--- config.mk ---
export PLATFORM = sky130hd
export DESIGN_NAME = sprite_frame_sequencer_flat
export DESIGN_NICKNAME = d
export VERILOG_FILES = /design/src/rtl/sfs_pkg.sv /design/src/rtl/sfs_if.sv /design/src/rtl/sfs_divider.sv /design/src/rtl/sprite_frame_sequencer.sv /design/src/flat_wrapper.sv
export SDC_FILE = /design/constraint.sdc
export NUM_CORES = 2
export LEC_CHECK = 0
export BUFFER_PORTS_ARGS = -buffer_cell sky130_fd_sc_hd__buf_2
export CORE_MARGIN = 2
export CORE_UTILIZATION = 40
export CTS_CLUSTER_SIZE = 16
export DETAILED_ROUTE_END_ITERATION = 16
export SLEW_MARGIN = 10
export SYNTH_ARGS = -nofsm -noshare
export SYNTH_HDL_FRONTEND = slang
export SYNTH_SLANG_ARGS = --single-unit
--- constraint.sdc ---
create_clock -name clk_i -period 21.5 [get_ports clk_i]
set_input_delay 0 -clock clk_i [delete_from_list [all_inputs] [get_ports clk_i]]
set_output_delay 0 -clock clk_i [all_outputs]
set_load 0.05 [all_outputs]
--- src/rtl/sfs_pkg.sv ---
// sfs_pkg: widths, register indexes and divider request/response types
// for the sprite frame sequencer. No dependencies.
package sfs_pkg;

  localparam int unsigned TimeW    = 25;
  localparam int unsigned DurW     = 24;
  localparam int unsigned DtW      = 16;
  localparam int unsigned FcW      = 13;
  localparam int unsigned ColsW    = 9;
  localparam int unsigned PixW     = 13;
  localparam int unsigned FrameW   = 12;
  localparam int unsigned ColW     = 8;
  localparam int unsigned RectXW   = 20;
  localparam int unsigned RectYW   = 24;
  localparam int unsigned ProdW    = 37;
  localparam int unsigned CfgAddrW = 3;
  localparam int unsigned CfgDataW = 24;
  localparam int unsigned StepW    = 5;

  // divider step counts
  localparam logic [StepW-1:0] ModSteps   = 5'd25;
  localparam logic [StepW-1:0] FrameSteps = 5'd12;

  typedef enum logic [CfgAddrW-1:0] {
    CFG_ACTIVE        = 3'd0,
    CFG_FRAME_COUNT   = 3'd1,
    CFG_SHEET_COLUMNS = 3'd2,
    CFG_FRAME_WIDTH   = 3'd3,
    CFG_FRAME_HEIGHT  = 3'd4,
    CFG_DURATION      = 3'd5,
    CFG_LOOP_MODE     = 3'd6
  } cfg_idx_e;

  typedef enum logic {
    REQ_TICK    = 1'b0,
    REQ_RESTART = 1'b1
  } req_type_e;

  // request to the shared divider: rem is the starting partial remainder,
  // dividend is left-justified and consumed msb first
  typedef struct packed {
    logic             start;
    logic [StepW-1:0] steps;
    logic [DurW-1:0]  rem;
    logic [TimeW-1:0] dividend;
    logic [DurW-1:0]  divisor;
  } div_req_t;

  typedef struct packed {
    logic             done;
    logic [TimeW-1:0] quotient;
    logic [DurW-1:0]  remainder;
  } div_rsp_t;

endpackage

--- src/rtl/sfs_if.sv ---
// sfs_if: valid/ready channel interfaces for the sprite frame sequencer
// (input requests, result rectangles, register writes). Depends on sfs_pkg.
interface sfs_in_if;
  logic                     valid;
  logic                     ready;
  logic                     req_type;
  logic [sfs_pkg::DtW-1:0]  elapsed_ticks;

  modport source (output valid, req_type, elapsed_ticks, input ready);
  modport sink   (input valid, req_type, elapsed_ticks, output ready);
endinterface

interface sfs_out_if;
  logic                       valid;
  logic                       ready;
  logic [sfs_pkg::RectXW-1:0] rect_x;
  logic [sfs_pkg::RectYW-1:0] rect_y;
  logic [sfs_pkg::PixW-1:0]   rect_w;
  logic [sfs_pkg::PixW-1:0]   rect_h;
  logic [sfs_pkg::FrameW-1:0] frame_index;
  logic                       finished;

  modport source (output valid, rect_x, rect_y, rect_w, rect_h, frame_index, finished,
                  input ready);
  modport sink   (input valid, rect_x, rect_y, rect_w, rect_h, frame_index, finished,
                  output ready);
endinterface

interface sfs_cfg_if;
  logic                         valid;
  logic                         ready;
  logic [sfs_pkg::CfgAddrW-1:0] addr;
  logic [sfs_pkg::CfgDataW-1:0] data;

  modport source (output valid, addr, data, input ready);
  modport sink   (input valid, addr, data, output ready);
endinterface

--- src/rtl/sfs_divider.sv ---
// sfs_divider: radix-2 restoring divider, one quotient bit per cycle.
// Depends on sfs_pkg.
module sfs_divider (
  input  logic              clk_i,
  input  logic              rst_ni,
  input  sfs_pkg::div_req_t req_i,
  output sfs_pkg::div_rsp_t rsp_o
);
  import sfs_pkg::*;

  logic             busy_q;
  logic             done_q;
  logic [StepW-1:0] cnt_q;
  logic [DurW-1:0]  rem_q;
  logic [TimeW-1:0] dvd_q;
  logic [TimeW-1:0] quo_q;
  logic [DurW-1:0]  dsr_q;

  logic [DurW:0] rem_sh;
  logic [DurW:0] rem_sub;
  logic          fits;

  // shift in next dividend bit, trial subtract
  always_comb begin
    rem_sh  = {rem_q, dvd_q[TimeW-1]};
    fits    = (rem_sh >= {1'b0, dsr_q});
    rem_sub = rem_sh - {1'b0, dsr_q};
  end

  always_ff @(posedge clk_i or negedge rst_ni) begin
    if (!rst_ni) begin
      busy_q <= 1'b0;
      done_q <= 1'b0;
      cnt_q  <= '0;
      rem_q  <= '0;
      dvd_q  <= '0;
      quo_q  <= '0;
      dsr_q  <= '0;
    end else begin
      done_q <= 1'b0;
      if (req_i.start) begin
        busy_q <= 1'b1;
        cnt_q  <= req_i.steps;
        rem_q  <= req_i.rem;
        dvd_q  <= req_i.dividend;
        dsr_q  <= req_i.divisor;
        quo_q  <= '0;
      end else if (busy_q) begin
        rem_q  <= fits ? rem_sub[DurW-1:0] : rem_sh[DurW-1:0];
        quo_q  <= {quo_q[TimeW-2:0], fits};
        dvd_q  <= {dvd_q[TimeW-2:0], 1'b0};
        cnt_q  <= cnt_q - 1'b1;
        if (cnt_q == 5'd1) begin
          busy_q <= 1'b0;
          done_q <= 1'b1;
        end
      end
    end
  end

  assign rsp_o.done      = done_q;
  assign rsp_o.quotient  = quo_q;
  assign rsp_o.remainder = rem_q;

endmodule

--- src/rtl/sprite_frame_sequencer.sv ---
// sprite_frame_sequencer: top level of the sprite-sheet animation sequencer.
// Depends on sfs_pkg, sfs_if (channel interfaces) and sfs_divider.
//
// A tick request adds its elapsed ticks to the time accumulator (unless a
// one-shot pass has finished) and returns the source rectangle of frame
// floor(time * frame_count / duration) in the sprite sheet; loop mode keeps the
// time modulo the duration, one-shot mode saturates it and holds the last frame
// with a sticky finished flag. A restart request clears time and the flag and
// returns nothing; ticks while not active return nothing. Requests are taken
// one at a time. The single shared radix-2 divider does 25 steps for the
// time modulo (loop mode only), 12 for scaling time to a frame number (skipped
// when a one-shot pass ends or has ended) and 12 for splitting the frame into
// sheet column and row; one shared 24x13 multiplier handles the three products.
// A finished result waits in the output register, so the next request can
// start while it is still pending. Register writes are always accepted.
module sprite_frame_sequencer (
  input  logic      clk_i,
  input  logic      rst_ni,
  sfs_in_if.sink    in_req_i,
  sfs_out_if.source out_rsp_o,
  sfs_cfg_if.sink   cfg_i
);
  import sfs_pkg::*;

  typedef enum logic [3:0] {
    S_IDLE,
    S_ADD,
    S_MOD,
    S_MUL_T,
    S_FDIV_GO,
    S_FDIV,
    S_CR_GO,
    S_CR,
    S_MUL_X,
    S_MUL_Y,
    S_DONE
  } state_e;

  // configuration registers
  logic             active_q;
  logic [FcW-1:0]   frame_count_q;
  logic [ColsW-1:0] sheet_columns_q;
  logic [PixW-1:0]  frame_width_q;
  logic [PixW-1:0]  frame_height_q;
  logic [DurW-1:0]  duration_q;
  logic             loop_mode_q;

  // sequencer and working registers
  state_e           state_q;
  logic [TimeW-1:0] time_q;
  logic             ended_q;
  logic [DtW-1:0]   dt_q;
  logic [ProdW-1:0] prod_q;
  logic [FrameW-1:0] frame_q;
  logic [ColW-1:0]  col_q;
  logic [FrameW-1:0] row_q;
  logic [RectXW-1:0] x_q;
  div_req_t         div_req_q;
  div_rsp_t         div_rsp;

  // output register
  logic              out_valid_q;
  logic [RectXW-1:0] rect_x_q;
  logic [RectYW-1:0] rect_y_q;
  logic [PixW-1:0]   rect_w_q;
  logic [PixW-1:0]   rect_h_q;
  logic [FrameW-1:0] frame_idx_q;
  logic              finished_q;

  // clamped register views
  logic [FcW-1:0]   fc;
  logic [ColsW-1:0] cols;
  logic [PixW-1:0]  fw;
  logic [PixW-1:0]  fh;
  logic [DurW-1:0]  dur;

  logic [TimeW-1:0] time_new;
  logic [DurW-1:0]  mul_a;
  logic [FcW-1:0]   mul_b;
  logic [ProdW-1:0] mul_p;

  logic in_take;
  logic out_take;

  always_comb begin
    fc   = (frame_count_q == '0) ? 13'd1 :
           (frame_count_q > 13'd4096) ? 13'd4096 : frame_count_q;
    cols = (sheet_columns_q == '0) ? 9'd1 :
           (sheet_columns_q > 9'd256) ? 9'd256 : sheet_columns_q;
    fw   = (frame_width_q == '0) ? 13'd1 :
           (frame_width_q > 13'd4096) ? 13'd4096 : frame_width_q;
    fh   = (frame_height_q == '0) ? 13'd1 :
           (frame_height_q > 13'd4096) ? 13'd4096 : frame_height_q;
    dur  = (duration_q == '0) ? 24'd1 : duration_q;
  end

  // accumulator update, wraps at 25 bits; frozen once a one-shot pass ended
  assign time_new = ended_q ? time_q : (time_q + {{(TimeW-DtW){1'b0}}, dt_q});

  // shared multiplier: time*frames, column*width, row*height
  always_comb begin
    unique case (state_q)
      S_MUL_X: begin
        mul_a = {{(DurW-ColW){1'b0}}, col_q};
        mul_b = fw;
      end
      S_MUL_Y: begin
        mul_a = {{(DurW-FrameW){1'b0}}, row_q};
        mul_b = fh;
      end
      default: begin
        mul_a = time_q[DurW-1:0];
        mul_b = fc;
      end
    endcase
    mul_p = {{(ProdW-DurW){1'b0}}, mul_a} * {{(ProdW-FcW){1'b0}}, mul_b};
  end

  sfs_divider u_div (
    .clk_i  (clk_i),
    .rst_ni (rst_ni),
    .req_i  (div_req_q),
    .rsp_o  (div_rsp)
  );

  assign in_req_i.ready = (state_q == S_IDLE);
  assign in_take        = in_req_i.valid && in_req_i.ready;
  assign out_take       = out_valid_q && out_rsp_o.ready;

  // register writes
  assign cfg_i.ready = 1'b1;

  always_ff @(posedge clk_i or negedge rst_ni) begin
    if (!rst_ni) begin
      active_q        <= 1'b0;
      frame_count_q   <= 13'd1;
      sheet_columns_q <= 9'd1;
      frame_width_q   <= 13'd1;
      frame_height_q  <= 13'd1;
      duration_q      <= 24'd1;
      loop_mode_q     <= 1'b1;
    end else if (cfg_i.valid) begin
      unique case (cfg_idx_e'(cfg_i.addr))
        CFG_ACTIVE:        active_q        <= cfg_i.data[0];
        CFG_FRAME_COUNT:   frame_count_q   <= cfg_i.data[FcW-1:0];
        CFG_SHEET_COLUMNS: sheet_columns_q <= cfg_i.data[ColsW-1:0];
        CFG_FRAME_WIDTH:   frame_width_q   <= cfg_i.data[PixW-1:0];
        CFG_FRAME_HEIGHT:  frame_height_q  <= cfg_i.data[PixW-1:0];
        CFG_DURATION:      duration_q      <= cfg_i.data[DurW-1:0];
        CFG_LOOP_MODE:     loop_mode_q     <= cfg_i.data[0];
        default: ;
      endcase
    end
  end

  // sequencer, state and registered outputs
  always_ff @(posedge clk_i or negedge rst_ni) begin
    if (!rst_ni) begin
      state_q     <= S_IDLE;
      time_q      <= '0;
      ended_q     <= 1'b0;
      dt_q        <= '0;
      prod_q      <= '0;
      frame_q     <= '0;
      col_q       <= '0;
      row_q       <= '0;
      x_q         <= '0;
      div_req_q   <= '0;
      out_valid_q <= 1'b0;
      rect_x_q    <= '0;
      rect_y_q    <= '0;
      rect_w_q    <= '0;
      rect_h_q    <= '0;
      frame_idx_q <= '0;
      finished_q  <= 1'b0;
    end else begin
      div_req_q.start <= 1'b0;
      if (out_take) begin
        out_valid_q <= 1'b0;
      end

      unique case (state_q)
        S_IDLE: begin
          if (in_take) begin
            if (req_type_e'(in_req_i.req_type) == REQ_RESTART) begin
              time_q  <= '0;
              ended_q <= 1'b0;
            end else if (active_q) begin
              dt_q    <= in_req_i.elapsed_ticks;
              state_q <= S_ADD;
            end
          end
        end

        S_ADD: begin
          if (loop_mode_q) begin
            // time modulo duration
            time_q             <= time_new;
            div_req_q.start    <= 1'b1;
            div_req_q.steps    <= ModSteps;
            div_req_q.rem      <= '0;
            div_req_q.dividend <= time_new;
            div_req_q.divisor  <= dur;
            state_q            <= S_MOD;
          end else if (time_new >= {1'b0, dur}) begin
            // one-shot end: hold last frame
            time_q  <= {1'b0, dur};
            ended_q <= 1'b1;
            frame_q <= 12'(fc - 13'd1);
            state_q <= S_CR_GO;
          end else begin
            time_q  <= time_new;
            state_q <= S_MUL_T;
          end
        end

        S_MOD: begin
          if (div_rsp.done) begin
            time_q  <= {1'b0, div_rsp.remainder};
            state_q <= S_MUL_T;
          end
        end

        S_MUL_T: begin
          prod_q  <= mul_p;
          state_q <= S_FDIV_GO;
        end

        S_FDIV_GO: begin
          // upper part of the product is already below the duration,
          // so only 12 quotient bits remain
          div_req_q.start    <= 1'b1;
          div_req_q.steps    <= FrameSteps;
          div_req_q.rem      <= prod_q[ProdW-2:FrameW];
          div_req_q.dividend <= {prod_q[FrameW-1:0], {(TimeW-FrameW){1'b0}}};
          div_req_q.divisor  <= dur;
          state_q            <= S_FDIV;
        end

        S_FDIV: begin
          if (div_rsp.done) begin
            frame_q <= div_rsp.quotient[FrameW-1:0];
            state_q <= S_CR_GO;
          end
        end

        S_CR_GO: begin
          div_req_q.start    <= 1'b1;
          div_req_q.steps    <= FrameSteps;
          div_req_q.rem      <= '0;
          div_req_q.dividend <= {frame_q, {(TimeW-FrameW){1'b0}}};
          div_req_q.divisor  <= {{(DurW-ColsW){1'b0}}, cols};
          state_q            <= S_CR;
        end

        S_CR: begin
          if (div_rsp.done) begin
            col_q   <= div_rsp.remainder[ColW-1:0];
            row_q   <= div_rsp.quotient[FrameW-1:0];
            state_q <= S_MUL_X;
          end
        end

        S_MUL_X: begin
          prod_q  <= mul_p;
          state_q <= S_MUL_Y;
        end

        S_MUL_Y: begin
          x_q     <= prod_q[RectXW-1:0];
          prod_q  <= mul_p;
          state_q <= S_DONE;
        end

        S_DONE: begin
          // wait for the output register to be free
          if (!out_valid_q || out_rsp_o.ready) begin
            out_valid_q <= 1'b1;
            rect_x_q    <= x_q;
            rect_y_q    <= prod_q[RectYW-1:0];
            rect_w_q    <= fw;
            rect_h_q    <= fh;
            frame_idx_q <= frame_q;
            finished_q  <= ended_q;
            state_q     <= S_IDLE;
          end
        end

        default: state_q <= S_IDLE;
      endcase
    end
  end

  assign out_rsp_o.valid       = out_valid_q;
  assign out_rsp_o.rect_x      = rect_x_q;
  assign out_rsp_o.rect_y      = rect_y_q;
  assign out_rsp_o.rect_w      = rect_w_q;
  assign out_rsp_o.rect_h      = rect_h_q;
  assign out_rsp_o.frame_index = frame_idx_q;
  assign out_rsp_o.finished    = finished_q;

endmodule

--- src/flat_wrapper.sv ---
// flat-port wrapper written by rule: the top's interface ports become plain ports
module sprite_frame_sequencer_flat import sfs_pkg::*;
  (clk_i, rst_ni, in_req_i_valid, in_req_i_req_type, in_req_i_elapsed_ticks, in_req_i_ready, out_rsp_o_valid, out_rsp_o_rect_x, out_rsp_o_rect_y, out_rsp_o_rect_w, out_rsp_o_rect_h, out_rsp_o_frame_index, out_rsp_o_finished, out_rsp_o_ready, cfg_i_valid, cfg_i_addr, cfg_i_data, cfg_i_ready);
  sfs_in_if in_req_i_i ();
  sfs_out_if out_rsp_o_i ();
  sfs_cfg_if cfg_i_i ();
  input  logic clk_i;
  input  logic rst_ni;
  input wire logic [$bits(in_req_i_i.valid)-1:0] in_req_i_valid;
  input wire logic [$bits(in_req_i_i.req_type)-1:0] in_req_i_req_type;
  input wire logic [$bits(in_req_i_i.elapsed_ticks)-1:0] in_req_i_elapsed_ticks;
  output wire logic [$bits(in_req_i_i.ready)-1:0] in_req_i_ready;
  output wire logic [$bits(out_rsp_o_i.valid)-1:0] out_rsp_o_valid;
  output wire logic [$bits(out_rsp_o_i.rect_x)-1:0] out_rsp_o_rect_x;
  output wire logic [$bits(out_rsp_o_i.rect_y)-1:0] out_rsp_o_rect_y;
  output wire logic [$bits(out_rsp_o_i.rect_w)-1:0] out_rsp_o_rect_w;
  output wire logic [$bits(out_rsp_o_i.rect_h)-1:0] out_rsp_o_rect_h;
  output wire logic [$bits(out_rsp_o_i.frame_index)-1:0] out_rsp_o_frame_index;
  output wire logic [$bits(out_rsp_o_i.finished)-1:0] out_rsp_o_finished;
  input wire logic [$bits(out_rsp_o_i.ready)-1:0] out_rsp_o_ready;
  input wire logic [$bits(cfg_i_i.valid)-1:0] cfg_i_valid;
  input wire logic [$bits(cfg_i_i.addr)-1:0] cfg_i_addr;
  input wire logic [$bits(cfg_i_i.data)-1:0] cfg_i_data;
  output wire logic [$bits(cfg_i_i.ready)-1:0] cfg_i_ready;
  assign in_req_i_i.valid = in_req_i_valid;
  assign in_req_i_i.req_type = in_req_i_req_type;
  assign in_req_i_i.elapsed_ticks = in_req_i_elapsed_ticks;
  assign in_req_i_ready = in_req_i_i.ready;
  assign out_rsp_o_valid = out_rsp_o_i.valid;
  assign out_rsp_o_rect_x = out_rsp_o_i.rect_x;
  assign out_rsp_o_rect_y = out_rsp_o_i.rect_y;
  assign out_rsp_o_rect_w = out_rsp_o_i.rect_w;
  assign out_rsp_o_rect_h = out_rsp_o_i.rect_h;
  assign out_rsp_o_frame_index = out_rsp_o_i.frame_index;
  assign out_rsp_o_finished = out_rsp_o_i.finished;
  assign out_rsp_o_i.ready = out_rsp_o_ready;
  assign cfg_i_i.valid = cfg_i_valid;
  assign cfg_i_i.addr = cfg_i_addr;
  assign cfg_i_i.data = cfg_i_data;
  assign cfg_i_ready = cfg_i_i.ready;
  sprite_frame_sequencer u_core (.clk_i(clk_i), .rst_ni(rst_ni), .in_req_i(in_req_i_i), .out_rsp_o(out_rsp_o_i), .cfg_i(cfg_i_i));
endmodule
# Yosys cells after proc, flatten, opt, wreduce, memory -nomap -nowiden
# Cells that the tools add are included.
# op_classes
n_addsub	4
n_mul	1
order_cmp	6
eq_ne	28
mux	57
bitwise_logic	1
reduce_logical	32
# op_table
op	count
$pmux W79 S3	1
$mux W25	8
$mux W24	4
$mux W79	1
$mux W13	6
$pmux W25 S3	1
$mux W12	5
$ge A25 B24 Y1	2
$pmux W24 S2	1
$pmux W4 S11	1
$gt A13 B13 Y1 const B	3
$logic_not A13 Y1	3
$mul A24 B13 Y36	1
$mux W4	8
$pmux W13 S2	1
$add A25 B16 Y25	1
$logic_not A24 Y1	1
$pmux W12 S2	1
$sub A24 B24 Y24	1
$reduce_and A2 Y1	10
$mux W9	2
$eq A4 B3 Y1 const B	4
$ne A2 B2 Y1 const B	8
$mux W1	13
27 further kinds	42
# totals
regBits	463
inputBits	49
output_inout_bits	86
wordCells	164

# Longest topological paths before layout
# logic_depth
word_depth	7
depth_mapped	30
depth_no_buf	27

# By module
# Synthesis repeated with hierarchy kept, for this count alone.
# hier_totals
hier_cells	3393
area_unflattened_um2	32830.2
# by_module_without_submodules
module	n_inst	cells_each	area_each_um2	seq_area_each_um2
sprite_frame_sequencer	1	2764	26990.9	9241.4
sfs_divider	1	629	5839.4	2627.5

# Least setup slack after synthesis
# OpenSTA, ideal clock, no wires.
# synth_path
kind	register to register
startpoint	reg u_core.frame_count_q[6]
endpoint	reg u_core.prod_q[32]
setup_time_ns	0.128
t_arrival_ns	6.942
t_required_ns	21.372
setup_slack_ns	14.431
path_stages_with_launch	27
n_path_buf	1
synth_period_minus_slack_ns	7.069
path_cell_list	dfrtp_1 or4_1 nor4_1 nand2_1 nand2_1 nand2_1 o21ai_2 buf_2 nand2_1 fa_1 inv_1 fa_1 fa_1 fa_1 inv_1 fa_1 inv_1 ha_1 nand2_1 nor2_1 a211oi_1 a31oi_1 a2111o_1 a2111oi_2 nor2_1 o21ai_1 mux2_1
# synth_via
elab_chain_cells	5
elab_cells_between_ends	6
cone_classes	1 x mul; 1 x order compare; 3 x mux; 1 x reduce/logical
# synth_lines
item	line_no	text
start: declaration	sprite_frame_sequencer.sv:41	logic [FcW-1:0] frame_count_q;
start signal: assignment	sprite_frame_sequencer.sv:145	CFG_FRAME_COUNT: frame_count_q <= cfg_i.data[FcW-1:0];
$gt A13 B13 Y1	sprite_frame_sequencer.sv:87	(frame_count_q > 13'd4096) ? 13'd4096 : frame_count_q;
$mux W13	sprite_frame_sequencer.sv:87	
$mux W13 *	sprite_frame_sequencer.sv:86	fc = (frame_count_q == '0) ? 13'd1 :
$pmux W13 S2 *	sprite_frame_sequencer.sv:102	unique case (state_q)
$mul A24 B13 Y36 *	sprite_frame_sequencer.sv:116	mul_p = {{(ProdW-DurW){1'b0}}, mul_a} * {{(ProdW-FcW){1'b0}}, mul_b};
end signal: assignment	sprite_frame_sequencer.sv:225	prod_q <= mul_p;
end signal: assignment	sprite_frame_sequencer.sv:265	prod_q <= mul_p;
end signal: assignment	sprite_frame_sequencer.sv:271	prod_q <= mul_p;
end: declaration	sprite_frame_sequencer.sv:53	logic [ProdW-1:0] prod_q;
# Every way passes the cells marked *; elsewhere a longest branch is shown, timed or not.
# A chain may end at the register's enable or synchronous reset.

# Final worst setup path
# layout_path
startpoint	reg u_core.frame_count_q[6]
endpoint	reg u_core.prod_q[28]
# Same word-level chain as after synthesis.

==> results.sh <==
export IMPL_outcome="finished clean"
export IMPL_clockBufferDepth=3
export IMPL_drc=0
export IMPL_avgRoutedWirePerCell_um=22.0
export IMPL_grt_pass1_vias=24609
export IMPL_leakagePower_uw=0.0178
export IMPL_cts_sinks=461
export IMPL_final_max_slew_viol_count=0
export IMPL_core_sq_um=80200
export IMPL_seqCellArea_sq_um=11500
export IMPL_synth_ff_latch_count=461
export IMPL_hpwlAfterDp_mm=75.5
export IMPL_yosys_area_share_simple_pct=13.6
export IMPL_grt_ovfl_total=0
export IMPL_power_share_sequential_pct=26.9
export IMPL_synth_compound_area_share_pct=12.0
export IMPL_synthArstFlopShare_pct=100
export IMPL_finalSetupTns_ps=0
export IMPL_final_cell_mix="474 x nand2_1, 452 x dfrtp_1, 367 x inv_1"
export IMPL_clk_latency_ps=630
export IMPL_crit_type="reg2reg"
export IMPL_whs_ps=5.30
export IMPL_synthAdderAreaFrac_pct=20.8
export IMPL_power_internal_uw=2790
export IMPL_drv_cap=0
export IMPL_drt_initial_drc_count=2251
export IMPL_firstDrtPassIters=6
export IMPL_die_area_sq_um=82900
export IMPL_synth_ff_type="dfrtp_1"
export IMPL_die_y_um=288
export IMPL_synthXorXnorAreaFrac_pct=2.15
export IMPL_drive_above_1_share_pct=14.5
export IMPL_post_cts_buffers=0
export IMPL_clkPwrFrac_pct=17.4
export IMPL_portBuffers=133
export IMPL_antenna_left=0
export IMPL_setup_worst_path_start_class="register"
export IMPL_root_buffer="clkbuf_16"
export IMPL_routed_wl_mm=100
export IMPL_syn_area_sq_um=32200
export IMPL_avgSynthCellArea_sq_um=9.64
export IMPL_postLayoutCellArea_sq_um=36300
export IMPL_htreeDepth=2
export IMPL_finalHoldViolations=0
export IMPL_layout_min_cycle_time_ps=8450
export IMPL_postPlaceCellArea_sq_um=34000
export IMPL_synth_cell_types=82
export IMPL_final_common_cell="nand2_1"
export IMPL_synth_fp_nets=3783
export IMPL_synthTopCellsByArea="dfrtp_1 35%, fa_1 15%, mux2_2 7.0%"
export IMPL_netlist_instances=3345
export IMPL_grt_max_degree=141
export IMPL_globalplace_congestion=0.934
export IMPL_worst_pin_slew_ps=1300
export IMPL_crit_fanout=19
export IMPL_p_sw_share_pct=48.5
export IMPL_vias_per_cell=5.43
export IMPL_fill_cells=7785
export IMPL_end_kind="register"
export IMPL_fin_nets=3896
export IMPL_grt_usage_pct=24.5
export IMPL_design_power_total_uw=5420
export IMPL_net_switching_power_uw=2630
export IMPL_synth_top_family_by_area="adder cells"
export IMPL_cts_buffers=52
export IMPL_seq_area_frac_synth_pct=35.8
export IMPL_arrival_ps=8890
export IMPL_initial_core_util_pct=40.2
export IMPL_cts_tree="done"
export IMPL_synth_area_mux_share_pct=9.38
export IMPL_slew_headroom_pct=13.0
export IMPL_finalCritPeriodShare_pct=39.3
export IMPL_synth_edff_count=0
export IMPL_skew_ps=60.4
export IMPL_die_w_um=288
export IMPL_rsz0062_at_grt="no"
export IMPL_pre_cts_slack_ps=13190
export IMPL_multi_input_area_sq_um=18700
export IMPL_combPwrFrac_pct=55.7
export IMPL_floorplan_rows=104
export IMPL_areaGrowthSynthToFinish_pct=12.7
export IMPL_synth_largest_area_cell="dfrtp_1"
export IMPL_antenna_found_initial=2
export IMPL_ir_drop_mv=0.0722
export IMPL_cp_data_required_time_ps=21940
export IMPL_yosysTopAreaCellShare_pct=35.3
export IMPL_setup_slack_ps=13050
export IMPL_ios=135
export IMPL_vias=24761
export IMPL_hold_path_class="in2async"
export IMPL_setup_viol=0
export IMPL_p_per_area_nw_per_um2=149
export IMPL_fmax_mhz=118
export IMPL_grt_pass1_wl_mm=154
export IMPL_yosysWarnings=0
export IMPL_clkTransAtPathRegs_ps=60
worst paths after layout:
check                                        start                       to  slack [ps]  depth (start not counted)
max in group asynchronous                   rst_ni           u_core.x_q[19]       18870                          4
max                        u_core.frame_count_q[6]        u_core.prod_q[28]       13050                         25
min                                         rst_ni  u_core.frame_width_q[6]           5                          2
min in group clk_i                 out_rsp_o_ready   u_core.out_rsp_o.valid          60                          3
min reg2reg                   u_core.div_req_q[76]     u_core.div_req_q[76]         470                          1
max reg2reg                u_core.frame_count_q[6]        u_core.prod_q[28]       13050                         25
synthesized netlist by cell type, types with 45 or more instances:
master    number
a21o_1        49
a21oi_1      157
clkbuf_1     130
dfrtp_1      455
fa_1         243
ha_1         146
inv_1        367
mux2_2       199
mux2i_1       73
nand2_1      475
nand3_1       45
nor2_1       253
o21ai_0      191
xnor2_1       48
power groups by stage:
| stage | Clock, uW | Sequential, uW | Combinational, uW |
|---|---|---|---|
| after global routing | 994 | 1480 | 3390 |
| final | 941 | 1460 | 3020 |
| after floorplan | 0 | 1270 | 2180 |
| after global placement | 0 | 1470 | 2960 |
| after CTS | 958 | 1450 | 3010 |
| after detailed placement | 0 | 1470 | 2980 |
flip-flops by register name (all words and copies together), names as in the netlist, 24 cells and up:
| signal | cells |
|---|---|
| u_core.time_q | 25 |
| u_core.u_div.dsr_q | 24 |
| u_core.u_div.dvd_q | 25 |
| u_core.u_div.rem_q | 24 |
| u_core.duration_q | 24 |
| u_core.div_req_q | 77 |
| u_core.prod_q | 36 |
| u_core.out_rsp_o.rect_y | 24 |
worst max-delay path, stage by stage (launching register included):
cell and delay, ps:
dfrtp_1 430, or4_1 610, nor4_1 360, nand2_1 90, nand2_1 180, nand2_1 140, o21ai_2 840, nand2_1 180
fa_1 580, inv_1 50, fa_1 560, fa_1 440, fa_1 490, inv_1 50, fa_1 470, inv_1 40
ha_1 350, nand2_1 100, nor2_1 40, a211oi_1 290, a31oi_1 230, a2111oi_0 910, o21ai_1 170, a21oi_1 300
xor2_1 230, o21ai_1 80
cell families after synthesis:
group,count (synthesis)
adder cells (fa/ha/maj),389
multiplexers,276
other,1
XOR/XNOR,79
AND/OR/NAND/NOR,991
flip-flops,461
buffers and inverters,535
AO/OA/AOI/OAI,613
area by class of cell:
| cell class | instances | area share (%) |
|---|---|---|
| clock inverter | 26 | 0.995 |
| antenna | 1 | 0.00689 |
| tap | 1060 | 3.65 |
| inverter | 367 | 3.79 |
| clock buffer | 71 | 4.03 |
| sequential | 461 | 31.8 |
| timing repair buffer | 227 | 4.21 |
| multi-input combinational | 2349 | 51.5 |
metal layers:
metal	global-route usage [%]	vias up	part of all wire, %
li1	-	11365	-
met1	34.5	12417	44
met2	39.3	794	46
met3	3.06	183	6.0
met4	8.26	2	3.4
met5	0	-	0.011
stage by stage:
stage	util, %	std cells
after floorplan	-	3345
after global placement	42.4	4410
after detailed placement	42.4	4410
after CTS	45.3	4561
after global routing	45.3	4561
final	45.3	4562
what timing repair did:
action,CTS,global route
endpoints found under the hold margin,199,0
hold buffers,54,0
gates resized for setup,0,0
Power figures use the tool's default switching activity.
